===== config.mk =====
export PLATFORM = sky130hd
export DESIGN_NAME = rcw_sdiv
export DESIGN_NICKNAME = d
export VERILOG_FILES = /design/src/rtl/assert_macros.svh /design/src/rtl/rcw_pkg.sv /design/src/rtl/rcw_sdiv.sv
export SDC_FILE = /design/constraint.sdc
export NUM_CORES = 1
export LEC_CHECK = 0
export ABC_AREA = 1
export BUFFER_PORTS_ARGS = -buffer_cell sky130_fd_sc_hd__buf_2
export CAP_MARGIN = 20
export CORE_MARGIN = 8
export CORE_UTILIZATION = 57
export CTS_BUF_LIST = sky130_fd_sc_hd__clkbuf_4
export CTS_CLUSTER_SIZE = 28
export DETAILED_ROUTE_END_ITERATION = 7
export PLACE_DENSITY = 0.89
export SLEW_MARGIN = 25
export SYNTH_ARGS = -nofsm -noshare
export SYNTH_HDL_FRONTEND = slang
export SYNTH_SLANG_ARGS = --single-unit

===== constraint.sdc =====
create_clock -name clock -period 3.9 [get_ports clock]
set_clock_uncertainty 0.15 [all_clocks]
set_input_delay 0.39 -clock clock [delete_from_list [all_inputs] [get_ports clock]]
set_output_delay 0.39 -clock clock [all_outputs]
set_load 0.005 [all_outputs]

===== src/rtl/assert_macros.svh =====
// Assertion helpers for the wall column shader.
`ifndef ASSERT_MACROS_SVH
`define ASSERT_MACROS_SVH

// Same-cycle implication, disabled during reset.
`define ASSERT_IMPLIES(lbl, clk, rst, ante, cons) \
   lbl: assert property (@(posedge clk) disable iff (rst) (ante) |-> (cons)) \
      else $error("assertion failed: implication");

// Next-cycle implication, disabled during reset.
`define ASSERT_NEXT(lbl, clk, rst, ante, cons) \
   lbl: assert property (@(posedge clk) disable iff (rst) (ante) |=> (cons)) \
      else $error("assertion failed: next-cycle implication");

`endif


===== src/rtl/rcw_pkg.sv =====
// ----------------------------------------------------------------------------
// rcw_pkg
// Shared types, constants and helpers of the wall column shader.
// ----------------------------------------------------------------------------
`timescale 1ns / 1ps
`default_nettype none
package rcw_pkg;

   localparam int DIV_W     = 38;
   localparam int SPAN_W    = 12;
   localparam int EDGE_W    = 13;
   localparam int TEX_ADR_W = 14;

   localparam logic [11:0] SPAN_MAX   = 12'd2048;
   localparam logic [10:0] ROWS_MAX   = 11'd1024;
   localparam logic [31:0] ROOF_RGBA  = 32'h85803CFF;
   localparam logic [31:0] FLOOR_RGBA = 32'h716221FF;
   localparam logic [31:0] BLACK_RGBA = 32'h000000FF;

   localparam logic [1:0] KIND_COLUMN = 2'd0;
   localparam logic [1:0] KIND_ROW    = 2'd1;
   localparam logic [1:0] KIND_TEXEL  = 2'd2;

   localparam logic [1:0] CSR_HEIGHT = 2'd0;
   localparam logic [1:0] CSR_FOCAL  = 2'd1;
   localparam logic [1:0] CSR_STEP   = 2'd2;

   typedef enum logic [3:0] {
      S_IDLE,
      S_MUL,
      S_DEN,
      S_DIV_GO,
      S_DIV,
      S_SPAN,
      S_EDGE,
      S_ROW_CMP,
      S_RDIV_GO,
      S_RDIV,
      S_READ,
      S_SHADE,
      S_OUT
   } state_type;

   // floor(c * 4 / 5) on one byte, via reciprocal multiply.
   function automatic logic [7:0] shade_byte(input logic [7:0] c);
      logic [25:0] p;
      p = {c, 2'b00} * 16'd52429;
      return p[25:18];
   endfunction

   function automatic logic [31:0] shade_rgba(input logic [31:0] c);
      return {shade_byte(c[31:24]), shade_byte(c[23:16]), shade_byte(c[15:8]), c[7:0]};
   endfunction

endpackage
`default_nettype wire


===== src/rtl/rcw_sdiv.sv =====
// ----------------------------------------------------------------------------
// rcw_sdiv
// Bit-serial restoring divider: one quotient bit per cycle, MSB first.
// ----------------------------------------------------------------------------
`timescale 1ns / 1ps
`default_nettype none
module rcw_sdiv
   import rcw_pkg::*;
(
   input  wire logic             clock,
   input  wire logic             reset,
   input  wire logic             start,
   input  wire logic [DIV_W-1:0] numer,
   input  wire logic [DIV_W-1:0] denom,
   input  wire logic [5:0]       steps,
   output logic                  busy,
   output logic [DIV_W-1:0]      quot
);

   logic [DIV_W-1:0] rem_ff, rem_in;
   logic [DIV_W-1:0] num_ff, num_in;
   logic [DIV_W-1:0] den_ff, den_in;
   logic [DIV_W-1:0] quot_ff, quot_in;
   logic [5:0]       count_ff, count_in;
   logic             busy_ff, busy_in;
   logic [DIV_W:0]   trial;
   logic [DIV_W:0]   diff;

   always_comb begin
      rem_in   = rem_ff;
      num_in   = num_ff;
      den_in   = den_ff;
      quot_in  = quot_ff;
      count_in = count_ff;
      busy_in  = busy_ff;
      trial    = {rem_ff, num_ff[DIV_W-1]};
      diff     = trial - {1'b0, den_ff};
      if (start) begin
         rem_in   = '0;
         num_in   = numer;
         den_in   = denom;
         quot_in  = '0;
         count_in = steps;
         busy_in  = 1'b1;
      end else if (busy_ff) begin
         num_in   = {num_ff[DIV_W-2:0], 1'b0};
         if (!diff[DIV_W]) begin
            rem_in  = diff[DIV_W-1:0];
            quot_in = {quot_ff[DIV_W-2:0], 1'b1};
         end else begin
            rem_in  = trial[DIV_W-1:0];
            quot_in = {quot_ff[DIV_W-2:0], 1'b0};
         end
         count_in = count_ff - 6'd1;
         busy_in  = (count_ff != 6'd1);
      end
   end

   always_ff @(posedge clock) begin
      rem_ff   <= rem_in;
      num_ff   <= num_in;
      den_ff   <= den_in;
      quot_ff  <= quot_in;
      count_ff <= count_in;
      if (reset) begin
         busy_ff <= 1'b0;
      end else begin
         busy_ff <= busy_in;
      end
   end

   assign busy = busy_ff;
   assign quot = quot_ff;

endmodule
`default_nettype wire


Word level (Yosys, flattened, before mapping)
Cells that the tools add are included.
{"block": "totals", "ff_bits": 159, "in_bits": 85, "out_inout_bits": 39, "word_cells": 18}
{"block": "classes", "addsub": 2, "n_eq_ne": 1, "mux": 8, "reduce_logical": 1}
{"op": "38-bit 2-to-1 mux", "count": 3}
{"op": "39-bit by 38-bit subtractor with 39-bit output", "count": 1}
{"op": "6-bit 2-to-1 mux", "count": 2}
{"op": "6-bit by 1-bit inequality test with 1-bit output (second input constant)", "count": 1}
{"op": "6-bit by 1-bit subtractor with 6-bit output (second input constant)", "count": 1}
{"op": "1-bit 2-to-1 mux", "count": 3}
{"op": "2-bit nonzero test", "count": 1}

Logic depth before layout (Yosys ltp)
Gate-level depths: netlist of the first run.
{"block": "logic_depth", "word_depth": 3, "depth_mapped": 19, "depth_no_buf": 18}

Least setup slack after synthesis of the first run
No wires, ideal clock.
{"block": "synth_path", "path_type": "register to register", "startpoint": "register busy_ff (netlist: busy)", "endpoint": "register count_ff[0], enable pin", "setup_time_ns": 0.426, "arrival_ns": 1.919, "t_required_ns": 3.324, "path_slack_ns": 1.405, "path_stages_with_launch": 4, "path_buffers": 1, "synth_period_minus_slack_ns": 2.495, "cell_sequence": "dfxtp_1 nor2_1 inv_1 clkbuf_1"}
{"block": "synth_via", "elab_chain_len": 1}
{"element": "start, declared", "line": "rcw_sdiv.sv:25", "rtl": "logic busy_ff, busy_in;"}
{"element": "start signal, assigned", "line": "rcw_sdiv.sv:68", "rtl": "busy_ff <= busy_in;"}
{"element": "2-bit nonzero test (no source line)"}
{"element": "end signal, assigned", "line": "rcw_sdiv.sv:64", "rtl": "count_ff <= count_in;"}
{"element": "end, declared", "line": "rcw_sdiv.sv:24", "rtl": "logic [5:0] count_ff, count_in;"}
No other way between the ends.
A chain may end at the register's enable or synchronous reset.

Final worst setup path of the first run
{"block": "layout_path", "startpoint": "register den_ff[12]", "endpoint": "register rem_ff[35]"}
{"block": "layout_via", "elab_chain_len": 2}
{"element": "start, declared", "line": "rcw_sdiv.sv:22", "rtl": "logic [DIV_W-1:0] den_ff, den_in;"}
{"element": "start signal, assigned", "line": "rcw_sdiv.sv:62", "rtl": "den_ff <= den_in;"}
{"element": "39-bit by 38-bit subtractor with 39-bit output", "line": "rcw_sdiv.sv:37", "rtl": "diff = trial - {1'b0, den_ff};"}
{"element": "38-bit 2-to-1 mux", "line": "rcw_sdiv.sv:47", "rtl": "if (!diff[DIV_W]) begin"}
{"element": "end signal, assigned", "line": "rcw_sdiv.sv:60", "rtl": "rem_ff <= rem_in;"}
{"element": "end, declared", "line": "rcw_sdiv.sv:20", "rtl": "logic [DIV_W-1:0] rem_ff, rem_in;"}
No other way between the ends.

==> results of run 1 <==
==> power groups by stage <==
stage / clock network (W) / logic [W] / registers, W
after floorplan: 0 / 0.000246 / 0.00191
after global placement: 0 / 0.000355 / 0.00192
after detailed placement: 0 / 0.000361 / 0.00192
after CTS: 0.00102 / 0.000428 / 0.00188
after global routing: 0.00109 / 0.000495 / 0.00190
final: 0.00103 / 0.000449 / 0.00189
==> Yosys cell counts, types with 3 or more instances <==
master / n / area share [%]
nand2_1: 508 / 21
nand4_1: 11 / 0.76
nand3_2: 3 / 0.33
nand3_1: 54 / 3.0
o21bai_1: 4 / 0.33
clkbuf_1: 21 / 0.87
buf_4: 5 / 0.41
a21o_1: 3 / 0.25
edfxtp_1: 82 / 27
ha_1: 40 / 5.5
nor2_1: 79 / 3.3
o22ai_1: 36 / 2.5
nor3_1: 3 / 0.17
dfxtp_1: 77 / 17
nand2_2: 21 / 1.4
inv_1: 201 / 8.3
nand2_4: 3 / 0.37
nor2_2: 3 / 0.21
a21oi_1: 34 / 1.9
xor2_1: 21 / 2.0
o21ai_0: 26 / 1.4
==> registers in the layout (all words and copies together), names as in the netlist <==
signal and count:
rem_ff 38, num_ff 38, den_ff 38, count_ff 6, quot 38, busy 1
==> worst paths after layout <==
path | slack [ps] | end | start | cells after the start
worst max-delay path | 1040 | rem_ff[35] | den_ff[12] | 15
worst min-delay path | 110 | den_ff[14] | start | 1
worst max register to register | 1040 | rem_ff[35] | den_ff[12] | 15
worst min register to register | 330 | rem_ff[13] | rem_ff[13] | 2
==> layer usage <==
| layer | global-route usage (%) | wire (um) |
|---|---|---|
| met5 | 0 | 0 |
| met4 | 9.95 | 720 |
| met3 | 6.31 | 1920 |
| met2 | 45.8 | 12600 |
| met1 | 30.3 | 10500 |
==> through the flow <==
stage | worst slack (ps) | util [%] | area (um^2)
after detailed placement | 1140 | 62.7 | 9850
after global placement | 1190 | 62.7 | 9850
final | 1040 | 69.8 | 11000
after CTS | 1070 | 69.8 | 11000
after global routing | 766 | 69.8 | 11000
after floorplan | 1410 | - | 9080
==> kinds of logic after synthesis <==
family | after synthesis
flip-flops | 159
AO/OA/AOI/OAI | 109
buffers and inverters | 234
adder cells (fa/ha/maj) | 41
AND/OR/NAND/NOR | 689
XOR/XNOR | 23
==> cell type report <==
cell class / instances / area (um^2)
antenna: 1 / 2.50
fill: 1256 / 4740
tap: 216 / 270
inverter: 203 / 762
clock inverter: 15 / 156
clock buffer: 17 / 128
sequential: 159 / 4000
multi-input combinational: 862 / 4150
timing repair buffer: 213 / 1500
==> worst max-delay path, stage by stage, from the launching register on <==
cell      delay [ps]
edfxtp_1         420
inv_1             70
ha_1             260
nand2_1          120
inv_1             60
a21oi_1          300
nand2_1          100
nand2_1           80
nand3_2          110
nand2_2          140
nand3_2          140
nand2_4          420
nand2_1          210
nand2_1          100
nand2_1           50
nand2_1           50
==> timing repair <==
action,CTS,global route
buffers inserted,0,0
resized for setup,0,0
setup endpoints to repair,0,0
hold endpoints to repair,83,0
hold buffers,83,0
==> summary.md, run 1 <==
| Metric | Value |
|---|---|
| Core box area | `15700 um^2` |
| Layout area overhead | `20.8%` |
| Synthesis Warnings | `0` |
| Die Area | `about 20000 um^2` |
| Comb power frac | `between 10% and 20%` |
| Synth Area in XOR/XNOR | `2.22%` |
| Initial core utilization | `between 50% and 60%` |
| Synth Area in Compound Gates | `~6.8%` |
| Die Wd | `between 100 and 150 um` |
| FP Rows | `46` |
| Most frequent cells in the layout | `508 x nand2_1, 200 x inv_1, 122 x buf_2` |
| Clk Latency, worst-skew pair | `approximately 600 ps` |
| Io pins | `~120` |
| Synth cell types | `36` |
| I/O Buffers | `123` |
| Setup TNS | `0 ps` |
| HPWL Detailed | `approximately 17000 um` |
| Final WL | `around 26000 um` |
| Max H-tree Level | `4` |
| Number of remaining DRC errors | `0` |
| Via density per instance | `approximately 5.1` |
| Initial antenna violation count | `1` |
| Gr ovfl total | `0` |
| Global-route wire length before repair | `42200 um` |
| Static leakage | `5.71 nW` |
| Crit Path Class | `reg2reg` |
| CTS buffer count | `17` |
| DRT antenna net count | `0` |
| Fraction of the mapped netlist area in adder cells | `5.73%` |
| Post-Synth Simple-Gate Area | `a little under a third` |
| Final RePlAce weighted congestion | `0.940` |
| Relative slew slack | `a little over two fifths` |
| Post-Place Cells | `approximately 1600` |
| Status | `finished clean` |
| Max rail drop VDD | `0.455 mV` |
| Synthesized area per cell | `7.24 um^2` |
| Sequential area share after synthesis | `between 40 and 50%` |
| Most common cell after layout, fill and taps aside | `nand2_1` |
| Post-synth EDFFs | `82` |
| Hold Path Class | `in2reg` |
| Die height | `roughly 140 um` |
| Worst setup SP type | `flop` |
| Least-Margin Pin Slew | `between 800 and 900 ps` |
| Initial drt markers | `600` |
| Vias in the first global route | `~8600` |
| #FFs+latches synth | `around 160` |
| RSZ-0062 raised after global routing | `no` |
| Drt pass-1 iters | `5` |
| P_int | `~0.0024 W` |
| # nets final | `~1600` |
| Final total power | `0.00337 W` |
| Largest family of logic cells by synthesized area | `simple AND/OR/NAND/NOR gates` |
| Synth Flop Type | `edfxtp_1` |
| Post-Syn Area | `roughly 9100 um^2` |
| Wirelength per Cell | `around 15 um` |
| CTS Sinks | `approximately 160` |
| Hold WS | `between 100 and 150 ps` |
| Via count | `8642` |
| P_sw | `around 0.001 W` |
| Fin crit period | `2860 ps` |
| Clk slew on worst S/H paths | `approximately 180 ps` |
| Fmax | `roughly 0.35 GHz` |
| Sequential power share | `56.1%` |
| Mux share of post-synthesis cell area | `0%` |
| CTS tree | `done` |
| Arrival time at the worst endpoint | `approximately 3200 ps` |
| Share of cells above drive strength 1 | `13.3%` |
| Crit path max fanout | `36` |
| Final Hold Viols | `0` |
| Post-synth net total | `approximately 1400` |
| Non-Filler Instances | `approximately 1700` |
| Async SR Flop Fraction | `0%` |
| GRT Overall Usage | `26.2%` |
| Tcrit/Tclk final | `73.3%` |
| Critical Path RT | `between 4000 and 5000 ps` |
| Clock power share | `30.6%` |
| Largest net degree at the start of global routing | `between 50 and 60` |
| Synthesized instance count | `approximately 1300` |
| Sw frac | `about 29%` |
| Worst Setup End Kind | `flop` |
| Maximum Capacitance Violations | `0` |
| CTS root buffer | `clkbuf_4` |
| Endpoints failing setup | `0` |
| Clk buf depth | `2` |
| Pwr dens | `roughly 310 nW/um^2` |
| Slew Viols, Final | `0` |
Note: power is estimated with default switching activity, not from simulation.
==> run 2, diff against run 1 <==
Settings changed: CORE_UTILIZATION 57 to 54.
Clock period 3.9 ns to 2.45 ns, I/O delays scaled along.
==> summary.md, run 2 (synthesized netlist as in run 1, its figures left out) <==
| Metric | Value |
|---|---|
| Status | `finished clean (unchanged)` |
| Drt pass-1 iters | `5 (unchanged)` |
| Setup TNS | `0 ps (unchanged)` |
| Max rail drop VDD | `0.434 mV (was 0.455 mV)` |
| HPWL Detailed | `17800 um (was 16600 um)` |
| Initial antenna violation count | `0 (was 1)` |
| Layout area overhead | `31.4% (was 20.8%)` |
| Global-route wire length before repair | `43100 um (was 42200 um)` |
| Maximum Capacitance Violations | `0 (unchanged)` |
| Vias in the first global route | `8829 (was 8618)` |
| Fmax | `0.409 GHz (was 0.350 GHz)` |
| Die Area | `21200 um^2 (was 20200 um^2)` |
| CTS tree | `done (unchanged)` |
| Hold Path Class | `in2reg (unchanged)` |
| Pwr dens | `450 nW/um^2 (was 307 nW/um^2)` |
| Final RePlAce weighted congestion | `0.929 (was 0.940)` |
| Fin util | `72.2% (was 69.8%)` |
| Crit path largest cell delay | `410 ps (was 420 ps)` |
| Static leakage | `6.09 nW (was 5.71 nW)` |
| Filler cell count in the final layout | `1193 (was 1256)` |
| Hold WS | `77.0 ps (was 105 ps)` |
| CTS root buffer | `clkbuf_4 (unchanged)` |
| I/O Buffers | `123 (unchanged)` |
| Die Wd | `146 um (was 142 um)` |
| CTS buffer count | `17 (unchanged)` |
| Crit Path Class | `reg2reg (unchanged)` |
| Number of remaining DRC errors | `0 (unchanged)` |
| DRT antenna net count | `0 (unchanged)` |
| Gr ovfl total | `0 (unchanged)` |
| Most common cell after layout, fill and taps aside | `nand2_1 (unchanged)` |
| Wirelength per Cell | `16.2 um (was 15.3 um)` |
| Critical Path RT | `2760 ps (was 4260 ps)` |
| Least-Margin Pin Slew | `493 ps (was 855 ps)` |
| Core box area | `16500 um^2 (was 15700 um^2)` |
| Io pins | `124 (unchanged)` |
| Worst setup SP type | `flop (unchanged)` |
| FP Rows | `47 (was 46)` |
| Endpoints failing setup | `0 (unchanged)` |
| Via density per instance | `5.24 (was 5.13)` |
| GRT Overall Usage | `24.9% (was 26.2%)` |
| Slew Viols, Final | `0 (unchanged)` |
| Crit path max fanout | `7 (was 36)` |
| Final WL | `28200 um (was 25700 um)` |
| Clk buf depth | `2 (unchanged)` |
| Worst Setup End Kind | `flop (unchanged)` |
| Tcrit/Tclk final | `99.9% (was 73.3%)` |
| Slowest-stage cell, CP | `fa_2 (was edfxtp_1)` |
| Max H-tree Level | `4 (unchanged)` |
| Ant diodes | `0 (was 1)` |
| Die height | `146 um (was 142 um)` |
| Relative slew slack | `66.8% (was 42.9%)` |
| RSZ-0062 raised after global routing | `yes (was no)` |
| Initial core utilization | `55.0% (was 57.8%)` |
| Via count | `9107 (was 8642)` |
| Largest net degree at the start of global routing | `52 (was 53)` |
| # nets final | `1631 (was 1582)` |
| CP most frequent cell | `nand2_4 (was nand2_1)` |
| Arrival time at the worst endpoint | `2760 ps (was 3220 ps)` |
| Most frequent cells in the layout | `474 x nand2_1, 193 x inv_1, 122 x buf_2 (was 508 x nand2_1, 200 x inv_1, 122 x buf_2)` |
| Clk Latency, worst-skew pair | `560 ps (was 600 ps)` |
| CTS Sinks | `159 (unchanged)` |
| Final Hold Viols | `0 (unchanged)` |
| Share of cells above drive strength 1 | `21.8% (was 13.3%)` |
| Initial drt markers | `661 (was 600)` |
| Clk slew on worst S/H paths | `150 ps (was 180 ps)` |
| Critical-path cell list | `inv_1 > ha_2 > fa_2 > inv_2 > nand2_2 > nand3_2 > nand2_2 > nand3_4 > nand2_4 > nand2_4 > nand2_4 > nand2_8 > clkbuf_16 > nand2_1 > nand3_1 > nand2_1 (was inv_1 > ha_1 > nand2_1 > inv_1 > a21oi_1 > nand2_1 > nand2_1 > nand3_2 > nand2_2 > nand3_2 > nand2_4 > nand2_1 > nand2_1 > nand2_1 > nand2_1)` |
| Fin crit period | `2450 ps (was 2860 ps)` |
-- run 2: cell count changes in the layout (fill, tap and decap cells not counted), moves of 5 or more --
cell	change
nand2_1	-34
ha_4	+13
nor2_4	+5
a21oi_1	-14
buf_4	+38
a21oi_2	+11
ha_1	-16
nand3_1	-5
nor2_1	-7
nand2_4	+10
nand2_2	+23
inv_1	-7
inv_2	+7
-- run 2: final cells by class --
type                            count  area [um^2]  area share, %
Multi-Input combinational cell    862         4650           38.9
Clock buffer                       17          128           1.07
Timing Repair Buffer              262         1990           16.7
Sequential cell                   159         4000           33.6
Inverter                          203          762           6.39
Tap cell                          220          275           2.31
Clock inverter                     15          128           1.07
-- run 2: where the power goes --
| part | total [W] | internal [W] | switching (W) |
|---|---|---|---|
| registers | 0.00301 | 0.00296 | 0.0000553 |
| logic | 0.000832 | 0.000348 | 0.000483 |
| clock network | 0.00153 | 0.000439 | 0.00109 |
| total | 0.00537 | 0.00374 | 0.00163 |
-- run 2: worst max-delay path: cells and delay by family, from the launching register on --
kind | cells | cell delay [ps]
fa+ha+maj | 2 | 600
buf+inv | 3 | 330
flops | 1 | 380
simple gates | 11 | 880
-- run 2: worst paths after layout --
path | depth (start not counted) | end | from | slack [ps]
worst max register to register | 16 | rem_ff[23] | num_ff[37] | 2
worst min register to register | 2 | rem_ff[28] | rem_ff[28] | 330
worst max-delay path | 16 | rem_ff[23] | num_ff[37] | 2
worst min-delay path | 4 | num_ff[9] | start | 80
-- run 2: repair_timing --
item                       CTS  global route
hold endpoints to repair    83             0
setup buffers                0            11
gates cloned                 0             4
gates resized for setup      5           111
setup endpoints to repair   32            39
hold buffers                85             0
pin swaps                    0            50
-- run 2: through the flow --
stage                     cell area (um^2)  instances  setup WS (ps)  power (W)
after detailed placement             10200       1607          -30.1    0.00366
after global placement               10200       1607           24.7    0.00365
final                                11900       1738           2.27    0.00537
after floorplan                       9080       1255            223    0.00344
after global routing                 11900       1738          -74.6    0.00558
after CTS                            11300       1724           11.2    0.00525
-- run 2: per-layer routing --
| layer | vias to the layer above | wire length [um] | part of all wire [%] | global-route usage [%] |
|---|---|---|---|---|
| met5 | - | 0 | 0 | 0 |
| met4 | 0 | 635 | 2.2 | 7.81 |
| met3 | 56 | 2310 | 8.2 | 7.12 |
| met2 | 390 | 14200 | 50 | 44.0 |
| met1 | 4241 | 11100 | 39 | 28.5 |
| li1 | 4420 | - | - | - |
